**config.mk**
```make
export PLATFORM = sky130hd
export DESIGN_NAME = geofence_breach_monitor
export DESIGN_NICKNAME = d
export VERILOG_FILES = /design/src/rtl/core/gbm_pkg.sv /design/src/rtl/core/gbm_front.sv /design/src/rtl/core/gbm_queue.sv /design/src/rtl/core/gbm_back.sv /design/src/rtl/core/geofence_breach_monitor.sv
export SDC_FILE = /design/constraint.sdc
export NUM_CORES = 2
export LEC_CHECK = 0
export ABC_CLOCK_PERIOD_IN_PS = 6950
export BUFFER_PORTS_ARGS = -buffer_cell sky130_fd_sc_hd__buf_2
export CAP_MARGIN = 30
export CORE_MARGIN = 2
export CORE_UTILIZATION = 55
export CTS_CLUSTER_SIZE = 14
export DETAILED_ROUTE_END_ITERATION = 8
export GPL_TIMING_DRIVEN = 0
export PLACE_DENSITY_LB_ADDON = 0.08
export SLEW_MARGIN = 40
export SYNTH_ARGS = -nofsm -noshare
export SYNTH_HDL_FRONTEND = slang
export SYNTH_SLANG_ARGS = --single-unit
```
**constraint.sdc**
```tcl
create_clock -name i_clk -period 6.95 [get_ports i_clk]
set_clock_uncertainty 0.15 [all_clocks]
set_input_delay 1.0425 -clock i_clk [delete_from_list [all_inputs] [get_ports i_clk]]
set_output_delay 1.0425 -clock i_clk [all_outputs]
set_load 0.02 [all_outputs]
```
**src/rtl/core/gbm_pkg.sv**
```systemverilog
`timescale 1ns / 1ps
// ============================================================================
// gbm_pkg - shared definitions of the geofence breach monitor
// Coordinate widths, queue sizing, register indexes and the words passed
// between the classification front end and the state back end.
// ============================================================================
package gbm_pkg;

    // Coordinate width in millimetres, two's complement.
    localparam int COORD_BITS = 21;
    // Width of the unsigned extents (half sizes and radius).
    localparam int EXT_BITS   = COORD_BITS - 1;
    // Width of a squared extent.
    localparam int SQ_W       = 2 * EXT_BITS;

    // Number of register stages in the classification pipeline.
    localparam int FRONT_STAGES = 3;
    // Depth of the queue between front and back.
    localparam int QDEPTH       = 8;
    localparam int QPTR_W       = $clog2(QDEPTH);
    localparam int QCNT_W       = $clog2(QDEPTH + 1);
    // Width that holds queued plus in-flight words.
    localparam int CRED_W       = $clog2(QDEPTH + FRONT_STAGES + 1);

    // Configuration register indexes.
    localparam int CFG_IDX_W = 3;
    typedef enum logic [CFG_IDX_W-1:0] {
        CFG_SHAPE_IS_CIRCLE  = 3'd0,
        CFG_CENTER_X         = 3'd1,
        CFG_CENTER_Y         = 3'd2,
        CFG_HALF_WIDTH       = 3'd3,
        CFG_HALF_HEIGHT      = 3'd4,
        CFG_RADIUS           = 3'd5,
        CFG_ALTITUDE_CEILING = 3'd6
    } t_cfg_index;

    // Classified tick, as handed from the front end to the back end.
    typedef struct packed {
        logic in_zone;
        logic pos_valid;
        logic armed;
        logic mode_is_land;
    } t_class;

    // One result word.
    typedef struct packed {
        logic contained;
        logic breach_event;
        logic land_request;
        logic guard_cleared;
        logic breach_latched;
    } t_result;

endpackage

```
**src/rtl/core/gbm_front.sv**
```systemverilog
`timescale 1ns / 1ps
// ============================================================================
// gbm_front - fence classification pipeline
// Holds the fence configuration and tests each accepted position against the
// rectangle or circle and the altitude ceiling in three register stages.
// ============================================================================
module gbm_front (
    input  logic                            i_clk,
    input  logic                            i_rst_n,
    input  logic                            i_cfg_we,
    input  logic [gbm_pkg::CFG_IDX_W-1:0]   i_cfg_index,
    input  logic [gbm_pkg::COORD_BITS-1:0]  i_cfg_wdata,
    input  logic                            i_push,
    input  logic signed [gbm_pkg::COORD_BITS-1:0] i_pos_x,
    input  logic signed [gbm_pkg::COORD_BITS-1:0] i_pos_y,
    input  logic signed [gbm_pkg::COORD_BITS-1:0] i_pos_z,
    input  logic                            i_position_valid,
    input  logic                            i_armed,
    input  logic                            i_mode_is_land,
    output logic                            o_valid,
    output gbm_pkg::t_class                 o_word,
    output logic [gbm_pkg::CRED_W-1:0]      o_inflight
);
    import gbm_pkg::*;

    // Configuration registers.
    logic                          r_shape_is_circle;
    logic signed [COORD_BITS-1:0]  r_center_x;
    logic signed [COORD_BITS-1:0]  r_center_y;
    logic [EXT_BITS-1:0]           r_half_width;
    logic [EXT_BITS-1:0]           r_half_height;
    logic [EXT_BITS-1:0]           r_radius;
    logic signed [COORD_BITS-1:0]  r_altitude_ceiling;

    always_ff @(posedge i_clk) begin
        if (!i_rst_n) begin
            r_shape_is_circle  <= 1'b0;
            r_center_x         <= '0;
            r_center_y         <= '0;
            r_half_width       <= EXT_BITS'(3000);
            r_half_height      <= EXT_BITS'(3000);
            r_radius           <= EXT_BITS'(3000);
            r_altitude_ceiling <= COORD_BITS'(2000);
        end else if (i_cfg_we) begin
            case (i_cfg_index)
                CFG_SHAPE_IS_CIRCLE:  r_shape_is_circle  <= i_cfg_wdata[0];
                CFG_CENTER_X:         r_center_x         <= i_cfg_wdata;
                CFG_CENTER_Y:         r_center_y         <= i_cfg_wdata;
                CFG_HALF_WIDTH:       r_half_width       <= i_cfg_wdata[EXT_BITS-1:0];
                CFG_HALF_HEIGHT:      r_half_height      <= i_cfg_wdata[EXT_BITS-1:0];
                CFG_RADIUS:           r_radius           <= i_cfg_wdata[EXT_BITS-1:0];
                CFG_ALTITUDE_CEILING: r_altitude_ceiling <= i_cfg_wdata;
                default: ;
            endcase
        end
    end

    // Stage 1: absolute offsets from the center and the ceiling test.
    logic signed [COORD_BITS:0] dx_diff;
    logic signed [COORD_BITS:0] dy_diff;
    logic [COORD_BITS-1:0]      dx_abs;
    logic [COORD_BITS-1:0]      dy_abs;

    assign dx_diff = $signed({i_pos_x[COORD_BITS-1], i_pos_x})
                   - $signed({r_center_x[COORD_BITS-1], r_center_x});
    assign dy_diff = $signed({i_pos_y[COORD_BITS-1], i_pos_y})
                   - $signed({r_center_y[COORD_BITS-1], r_center_y});
    assign dx_abs  = dx_diff[COORD_BITS] ? COORD_BITS'(-dx_diff) : COORD_BITS'(dx_diff);
    assign dy_abs  = dy_diff[COORD_BITS] ? COORD_BITS'(-dy_diff) : COORD_BITS'(dy_diff);

    logic                  r_s1_vld;
    logic [COORD_BITS-1:0] r_s1_dx;
    logic [COORD_BITS-1:0] r_s1_dy;
    logic                  r_s1_z_ok;
    t_class                r_s1_flags;

    // Stage 2: rectangle test, circle bounding test and the three squares.
    logic [EXT_BITS-1:0] dx_t;
    logic [EXT_BITS-1:0] dy_t;
    logic [SQ_W-1:0]     dx_sq;
    logic [SQ_W-1:0]     dy_sq;
    logic [SQ_W-1:0]     r_sq;

    // The products only matter when both offsets are within the radius,
    // so the offsets fit the extent width there.
    assign dx_t  = r_s1_dx[EXT_BITS-1:0];
    assign dy_t  = r_s1_dy[EXT_BITS-1:0];
    assign dx_sq = SQ_W'(dx_t) * SQ_W'(dx_t);
    assign dy_sq = SQ_W'(dy_t) * SQ_W'(dy_t);
    assign r_sq  = SQ_W'(r_radius) * SQ_W'(r_radius);

    logic            r_s2_vld;
    logic            r_s2_rect_ok;
    logic            r_s2_box_ok;
    logic            r_s2_z_ok;
    logic [SQ_W-1:0] r_s2_dx_sq;
    logic [SQ_W-1:0] r_s2_dy_sq;
    logic [SQ_W-1:0] r_s2_r_sq;
    t_class          r_s2_flags;

    // Stage 3: squared distance against squared radius, shape select.
    logic [SQ_W:0] dist_sq;
    logic          circle_ok;
    logic          xy_ok;

    assign dist_sq   = (SQ_W+1)'(r_s2_dx_sq) + (SQ_W+1)'(r_s2_dy_sq);
    assign circle_ok = r_s2_box_ok && (dist_sq <= (SQ_W+1)'(r_s2_r_sq));
    assign xy_ok     = r_shape_is_circle ? circle_ok : r_s2_rect_ok;

    logic   r_s3_vld;
    t_class r_s3_word;

    always_ff @(posedge i_clk) begin
        if (!i_rst_n) begin
            r_s1_vld <= 1'b0;
            r_s2_vld <= 1'b0;
            r_s3_vld <= 1'b0;
        end else begin
            r_s1_vld <= i_push;
            r_s2_vld <= r_s1_vld;
            r_s3_vld <= r_s2_vld;
        end
    end

    always_ff @(posedge i_clk) begin
        r_s1_dx    <= dx_abs;
        r_s1_dy    <= dy_abs;
        r_s1_z_ok  <= (i_pos_z <= r_altitude_ceiling);
        r_s1_flags <= {1'b0, i_position_valid, i_armed, i_mode_is_land};

        r_s2_rect_ok <= (r_s1_dx <= COORD_BITS'(r_half_width))
                     && (r_s1_dy <= COORD_BITS'(r_half_height));
        r_s2_box_ok  <= (r_s1_dx <= COORD_BITS'(r_radius))
                     && (r_s1_dy <= COORD_BITS'(r_radius));
        r_s2_z_ok    <= r_s1_z_ok;
        r_s2_dx_sq   <= dx_sq;
        r_s2_dy_sq   <= dy_sq;
        r_s2_r_sq    <= r_sq;
        r_s2_flags   <= r_s1_flags;

        r_s3_word <= {xy_ok && r_s2_z_ok, r_s2_flags.pos_valid, r_s2_flags.armed,
                      r_s2_flags.mode_is_land};
    end

    assign o_valid    = r_s3_vld;
    assign o_word     = r_s3_word;
    assign o_inflight = CRED_W'(r_s1_vld) + CRED_W'(r_s2_vld) + CRED_W'(r_s3_vld);

endmodule

```
**src/rtl/core/gbm_queue.sv**
```systemverilog
`timescale 1ns / 1ps
// ============================================================================
// gbm_queue - queue of classified words
// A small circular buffer that decouples the classification pipeline from
// the state back end.
// ============================================================================
module gbm_queue (
    input  logic                        i_clk,
    input  logic                        i_rst_n,
    input  logic                        i_wr,
    input  gbm_pkg::t_class             i_wr_word,
    input  logic                        i_rd,
    output logic                        o_rd_valid,
    output gbm_pkg::t_class             o_rd_word,
    output logic [gbm_pkg::QCNT_W-1:0]  o_count
);
    import gbm_pkg::*;

    t_class              r_mem [QDEPTH];
    logic [QPTR_W-1:0]   r_wr_ptr;
    logic [QPTR_W-1:0]   r_rd_ptr;
    logic [QCNT_W-1:0]   r_count;

    function automatic logic [QPTR_W-1:0] ptr_next(input logic [QPTR_W-1:0] p);
        ptr_next = (p == QPTR_W'(QDEPTH - 1)) ? '0 : p + 1'b1;
    endfunction

    always_ff @(posedge i_clk) begin
        if (!i_rst_n) begin
            r_wr_ptr <= '0;
            r_rd_ptr <= '0;
            r_count  <= '0;
        end else begin
            if (i_wr) begin
                r_wr_ptr <= ptr_next(r_wr_ptr);
            end
            if (i_rd) begin
                r_rd_ptr <= ptr_next(r_rd_ptr);
            end
            case ({i_wr, i_rd})
                2'b10:   r_count <= r_count + 1'b1;
                2'b01:   r_count <= r_count - 1'b1;
                default: r_count <= r_count;
            endcase
        end
    end

    always_ff @(posedge i_clk) begin
        if (i_wr) begin
            r_mem[r_wr_ptr] <= i_wr_word;
        end
    end

    assign o_rd_valid = (r_count != '0);
    assign o_rd_word  = r_mem[r_rd_ptr];
    assign o_count    = r_count;

endmodule

```
**src/rtl/core/gbm_back.sv**
```systemverilog
`timescale 1ns / 1ps
// ============================================================================
// gbm_back - breach latch and result register
// Applies each classified word to the outside memory and the breach latch
// and holds the result word until the receiver takes it.
// ============================================================================
module gbm_back (
    input  logic              i_clk,
    input  logic              i_rst_n,
    input  logic              i_rd_valid,
    input  gbm_pkg::t_class   i_rd_word,
    output logic              o_rd,
    input  logic              i_pop,
    output logic              o_out_valid,
    output gbm_pkg::t_result  o_result
);
    import gbm_pkg::*;

    logic    r_was_outside;
    logic    r_breach_latch;
    logic    r_out_valid;
    t_result r_result;

    logic    take;
    logic    event_hit;
    logic    latch_mid;
    logic    cleared;
    logic    n_was_outside;
    logic    n_breach_latch;
    t_result n_result;

    assign take = i_rd_valid && (!r_out_valid || i_pop);

    always_comb begin
        event_hit      = !i_rd_word.in_zone && !r_was_outside && i_rd_word.armed;
        latch_mid      = r_breach_latch || event_hit;
        cleared        = !i_rd_word.armed && latch_mid;
        n_was_outside  = cleared ? 1'b0 : !i_rd_word.in_zone;
        n_breach_latch = cleared ? 1'b0 : latch_mid;

        n_result.contained      = i_rd_word.in_zone;
        n_result.breach_event   = event_hit;
        n_result.land_request   = latch_mid && i_rd_word.armed && !i_rd_word.mode_is_land;
        n_result.guard_cleared  = cleared;
        n_result.breach_latched = n_breach_latch;

        // A tick without a position leaves the state alone and reports zeros.
        if (!i_rd_word.pos_valid) begin
            n_was_outside  = r_was_outside;
            n_breach_latch = r_breach_latch;
            n_result       = '0;
        end
    end

    always_ff @(posedge i_clk) begin
        if (!i_rst_n) begin
            r_was_outside  <= 1'b0;
            r_breach_latch <= 1'b0;
            r_out_valid    <= 1'b0;
        end else begin
            if (take) begin
                r_was_outside  <= n_was_outside;
                r_breach_latch <= n_breach_latch;
                r_out_valid    <= 1'b1;
            end else if (i_pop) begin
                r_out_valid    <= 1'b0;
            end
        end
    end

    always_ff @(posedge i_clk) begin
        if (take) begin
            r_result <= n_result;
        end
    end

    assign o_rd        = take;
    assign o_out_valid = r_out_valid;
    assign o_result    = r_result;

endmodule

```
**src/rtl/core/geofence_breach_monitor.sv**
```systemverilog
`timescale 1ns / 1ps
// ============================================================================
// geofence_breach_monitor - geofence containment check with breach latch
// Tests each monitoring tick against a rectangular or circular fence and an
// altitude ceiling, latches breaches while armed and requests landing.
// ============================================================================
// Usage:
//   Input words are pushed with i_push while o_full is low; each word is one
//   tick with a position, a position-valid flag, the armed flag and the
//   land-mode flag. Result words are read with o_empty and i_pop: while
//   o_empty is low the oldest result sits on the o_ ports, and a cycle with
//   i_pop high takes it. Exactly one result word comes out per input word,
//   in order.
//   Each word passes through three classification stages and the queue
//   into the result register. Throughput is one word per cycle while
//   o_full is low; the squared-distance multipliers are pipelined so they
//   never limit the rate.
//   When the receiver stalls, words keep flowing into an eight-entry queue;
//   o_full rises once queued and in-flight words would fill it, so nothing
//   is ever dropped. o_full depends only on internal state.
//   Configuration registers are written through i_cfg_we, i_cfg_index and
//   i_cfg_wdata while the block is idle; unknown indexes are ignored.
//   Synchronous reset restores the register defaults (rectangle of 3000 mm
//   half extents at the origin, ceiling 2000 mm), clears the breach latch
//   and the outside memory, and empties the queue and result register.
// ============================================================================
module geofence_breach_monitor (
    input  logic                                 i_clk,
    input  logic                                 i_rst_n,
    // Configuration write port
    input  logic                                 i_cfg_we,
    input  logic [gbm_pkg::CFG_IDX_W-1:0]        i_cfg_index,
    input  logic [gbm_pkg::COORD_BITS-1:0]       i_cfg_wdata,
    // Input words
    input  logic                                 i_push,
    output logic                                 o_full,
    input  logic signed [gbm_pkg::COORD_BITS-1:0] i_pos_x,
    input  logic signed [gbm_pkg::COORD_BITS-1:0] i_pos_y,
    input  logic signed [gbm_pkg::COORD_BITS-1:0] i_pos_z,
    input  logic                                 i_position_valid,
    input  logic                                 i_armed,
    input  logic                                 i_mode_is_land,
    // Result words
    output logic                                 o_empty,
    input  logic                                 i_pop,
    output logic                                 o_contained,
    output logic                                 o_breach_event,
    output logic                                 o_land_request,
    output logic                                 o_guard_cleared,
    output logic                                 o_breach_latched
);
    import gbm_pkg::*;

    logic              accept;
    logic              front_valid;
    t_class            front_word;
    logic [CRED_W-1:0] inflight;
    logic [QCNT_W-1:0] q_count;
    logic [CRED_W-1:0] credit;
    logic              q_rd_valid;
    t_class            q_rd_word;
    logic              back_rd;
    logic              out_valid;
    t_result           result;

    // Every accepted word is guaranteed a queue slot: words in flight in the
    // front end are counted as already queued.
    assign credit = CRED_W'(q_count) + inflight;
    assign o_full = (credit >= CRED_W'(QDEPTH));
    assign accept = i_push && !o_full;

    gbm_front u_front (
        .i_clk            (i_clk),
        .i_rst_n          (i_rst_n),
        .i_cfg_we         (i_cfg_we),
        .i_cfg_index      (i_cfg_index),
        .i_cfg_wdata      (i_cfg_wdata),
        .i_push           (accept),
        .i_pos_x          (i_pos_x),
        .i_pos_y          (i_pos_y),
        .i_pos_z          (i_pos_z),
        .i_position_valid (i_position_valid),
        .i_armed          (i_armed),
        .i_mode_is_land   (i_mode_is_land),
        .o_valid          (front_valid),
        .o_word           (front_word),
        .o_inflight       (inflight)
    );

    gbm_queue u_queue (
        .i_clk      (i_clk),
        .i_rst_n    (i_rst_n),
        .i_wr       (front_valid),
        .i_wr_word  (front_word),
        .i_rd       (back_rd),
        .o_rd_valid (q_rd_valid),
        .o_rd_word  (q_rd_word),
        .o_count    (q_count)
    );

    gbm_back u_back (
        .i_clk       (i_clk),
        .i_rst_n     (i_rst_n),
        .i_rd_valid  (q_rd_valid),
        .i_rd_word   (q_rd_word),
        .o_rd        (back_rd),
        .i_pop       (i_pop),
        .o_out_valid (out_valid),
        .o_result    (result)
    );

    assign o_empty          = !out_valid;
    assign o_contained      = result.contained;
    assign o_breach_event   = result.breach_event;
    assign o_land_request   = result.land_request;
    assign o_guard_cleared  = result.guard_cleared;
    assign o_breach_latched = result.breach_latched;

endmodule
```
==> flow_summary.yaml <==
synth:
  ys_types: 80
  yosys-top-cells-count: "1207 x inv_1, 837 x fa_1, 690 x ha_1, 682 x nand2_1, 316 x dfxtp_1"
  synth.ff_latch_count: 353
  yosys_warnings: 0
  synth_top_flop_cell: "dfxtp_1"
  syn_nets: 7337
  yosysMostFrequentCell: "inv_1"
  synth_edf_count: 37
  syn_area_per_cell_sq_um: 9.100
  synth_top_cell_by_area: "fa_1"
  synth_top_area_frac: 0.3222
  ys_async_sr_fraction: 0
  yosysSeqAreaShare: 0.1430
  netlist_top_cells_area: "fa_1 32%, ha_1 17%, dfxtp_1 12%, inv_1 8.7%, nand2_1 4.9%"
  syn_area_sq_um: 52010
  synthCells: 5715
global_routing:
  gr-usage-met3: 0.05484
  grt_max_degree: 15
  grt_usage: 0.3029
  gr-usage-met1: 0.4006
  grtUsageMet2: 0.5067
  grt_pass1_wl_microns: 227800
  grt_pass1_vias: 41580
  antenna_found_initial: 4
  overflow: 0
  busiest_layer: "met2"
clock_tree:
  cts.sinks: 353
  cts_root_buf: "clkbuf_16"
  clk_path_buf_depth: 3
  cts_made_buffers: 41
  htreeDepth: 2
  insertion_delay_ns: 0.60
  cts_tree: "done"
  path_clk_slew_ns: 0.06
critical_path:
  crit_type: "register to register"
  cp_max_fo: 7
  critPathRequiredTime_ns: 7.26
  crit_path_end_kind: "register"
  cp.arrival_ns: 7.43
  start_kind: "register"
  ff2ff_setup_slack_ns: -0.17
floorplan:
  die_area_sq_um: 97040
  die_h_microns: 311.5
  ioPinCount: 102
  die_x_microns: 311.5
  core-area_sq_um: 93470
  initial_core_util: 0.5564
  rows: 112
sta:
  maxSlewHeadroom: 0.4381
  fin_ws_ns: -0.1726
  final_max_slew_viol_count: 0
  timing.final.crit_share: 1.025
  setup_viol: 8
  hold_violations: 0
  rsz0062_at_grt: "true"
  hold_slack_ns: 0.1761
  fin_crit_ns: 7.123
  worst_pin_slew_ns: 0.8217
  fmax_ghz: 0.1404
run:
  cap_violations: 0
drt:
  drt_iter0_drc: 2386
  final_antenna_net_count: 0
  wl_per_cell_microns: 19.90
  vias: 39850
  first_pass_iters: 5
  drcViolationCount: 0
  vias_per_cell: 5.405
  wirelength_microns: 146700
status:
  status: "complete, but fails checks"
  violations: "negative setup slack"
placement:
  post-dp-hpwl_microns: 115100
  finalWeightedCongestion: 0.9014
  io_buffers: 99
final_layout:
  syn_to_final_growth_pct: 16.35
  drive_above_1_share: 0.1525
  insertedDiodeCount: 0
  nNetsFinal: 7710
hold_path:
  hold_class: "register to register"
==> area by class of cell <==
type,instances,area [sq um]
Clock inverter,25,334.1
Sequential cell,353,7627
Multi-Input combinational cell,3987,40840
Clock buffer,49,1066
Inverter,1213,4636
Fill cell,7831,32960
Tap cell,1254,1569
Buffer,149,1942
Timing Repair Buffer,343,2496
==> timing repair <==
action / in CTS / in global routing
cloned: 2 / 1
setup buffers: 153 / 89
hold buffers: 0 / 0
gates resized for setup: 598 / 279
pin swaps: 131 / 192
endpoints found under the setup margin: 74 / 39
==> layer usage <==
layer | vias up | part of all wire
met4 | 4 | 0.035
li1 | 18720 | -
met1 | 19640 | 0.42
met5 | - | 0.00018
met2 | 1229 | 0.47
met3 | 255 | 0.073
==> final timing paths <==
check | startpoint | to | cells after the start
worst max-delay path | u_front.r_s1_dx[7]$_DFF_P_ | u_front.r_s2_dx_sq[34]$_DFF_P_ | 25
worst min-delay path | u_front.r_s2_flags[2]$_DFF_P_ | u_front.o_word[2]$_DFF_P_ | 0
worst max register to register | u_front.r_s1_dx[7]$_DFF_P_ | u_front.r_s2_dx_sq[34]$_DFF_P_ | 25
worst min register to register | u_front.r_s2_flags[2]$_DFF_P_ | u_front.o_word[2]$_DFF_P_ | 0
==> metrics by stage <==
step	utilization	worst slack [ns]	TNS (ns)	instances	cell area, sq um
5_1_grt	0.6474	-0.3288	-3.524	7373	60510
4_1_cts	0.6322	-0.1207	-0.3729	7292	59100
3_5_place_dp	0.5790	-2.079	-81.83	7068	54120
2_1_floorplan	-	-0.09726	-0.09726	5715	52040
3_3_place_gp	0.5788	-2.103	-82.43	7068	54100
6_report	0.6474	-0.1726	-0.5897	7373	60510
==> worst max-delay path, stage by stage (launching register included) <==
cell       delay, ns
dfxtp_4         0.41
clkbuf_16       0.17
clkbuf_16       0.18
buf_6           0.12
nand2_4         0.05
fa_1            0.48
inv_1           0.05
fa_1            0.54
fa_1            0.45
fa_1            0.51
fa_1            0.57
fa_1            0.45
fa_2            0.62
ha_4            0.22
a21o_1          0.15
a21o_1          0.19
a21o_1          0.17
a21oi_2         0.16
o21ai_1         0.09
a21oi_2         0.19
o21ai_2         0.11
a21oi_4         0.25
buf_4           0.16
o21ai_2         0.07
a31oi_2         0.26
xnor2_2         0.21
==> sequential cells by signal, summed over array words and instances (netlist names), 4 cells and up, named ones only <==
| signal | count |
|---|---|
| u_front.r_s1_dy | 21 |
| u_front.r_altitude_ceiling | 21 |
| u_back.o_result | 5 |
| u_front.r_center_y | 21 |
| u_front.r_s2_dx_sq | 39 |
| u_front.r_half_height | 20 |
| u_front.r_s2_dy_sq | 39 |
| u_front.r_radius | 20 |
| u_front.o_word | 4 |
| u_queue.o_count | 4 |
| u_front.r_s2_r_sq | 39 |
| u_front.r_center_x | 21 |
| u_front.r_half_width | 20 |
| u_queue.r_mem | 32 |
| u_front.r_s1_dx | 21 |
==> cells by family after synthesis <==
| family | after synthesis | synth area share |
|---|---|---|
| XOR/XNOR | 273 | 0.04597 |
| multiplexers | 28 | 0.007482 |
| adder cells (fa/ha/maj) | 1530 | 0.4888 |
| buffers and inverters | 1375 | 0.09924 |
| AND/OR/NAND/NOR | 1343 | 0.1174 |
| flip-flops | 353 | 0.1430 |
| AO/OA/AOI/OAI | 813 | 0.09820 |
==> cell usage in the layout, fill, tap and decap left out, types with 94 or more instances in the layout <==
cell type,netlist,final
buf_4,0,220
ha_1,690,659
a21o_1,134,134
and2_1,153,143
dfxtp_1,316,260
nand2_1,682,628
inv_1,1207,1156
nor2_1,236,205
o21ai_0,117,94
fa_1,837,787
buf_2,0,101
a21oi_1,310,282
xnor2_1,198,190
Power is not shown: default switching activity piles up to over one toggle a cycle in this logic, so the estimate is an artifact.
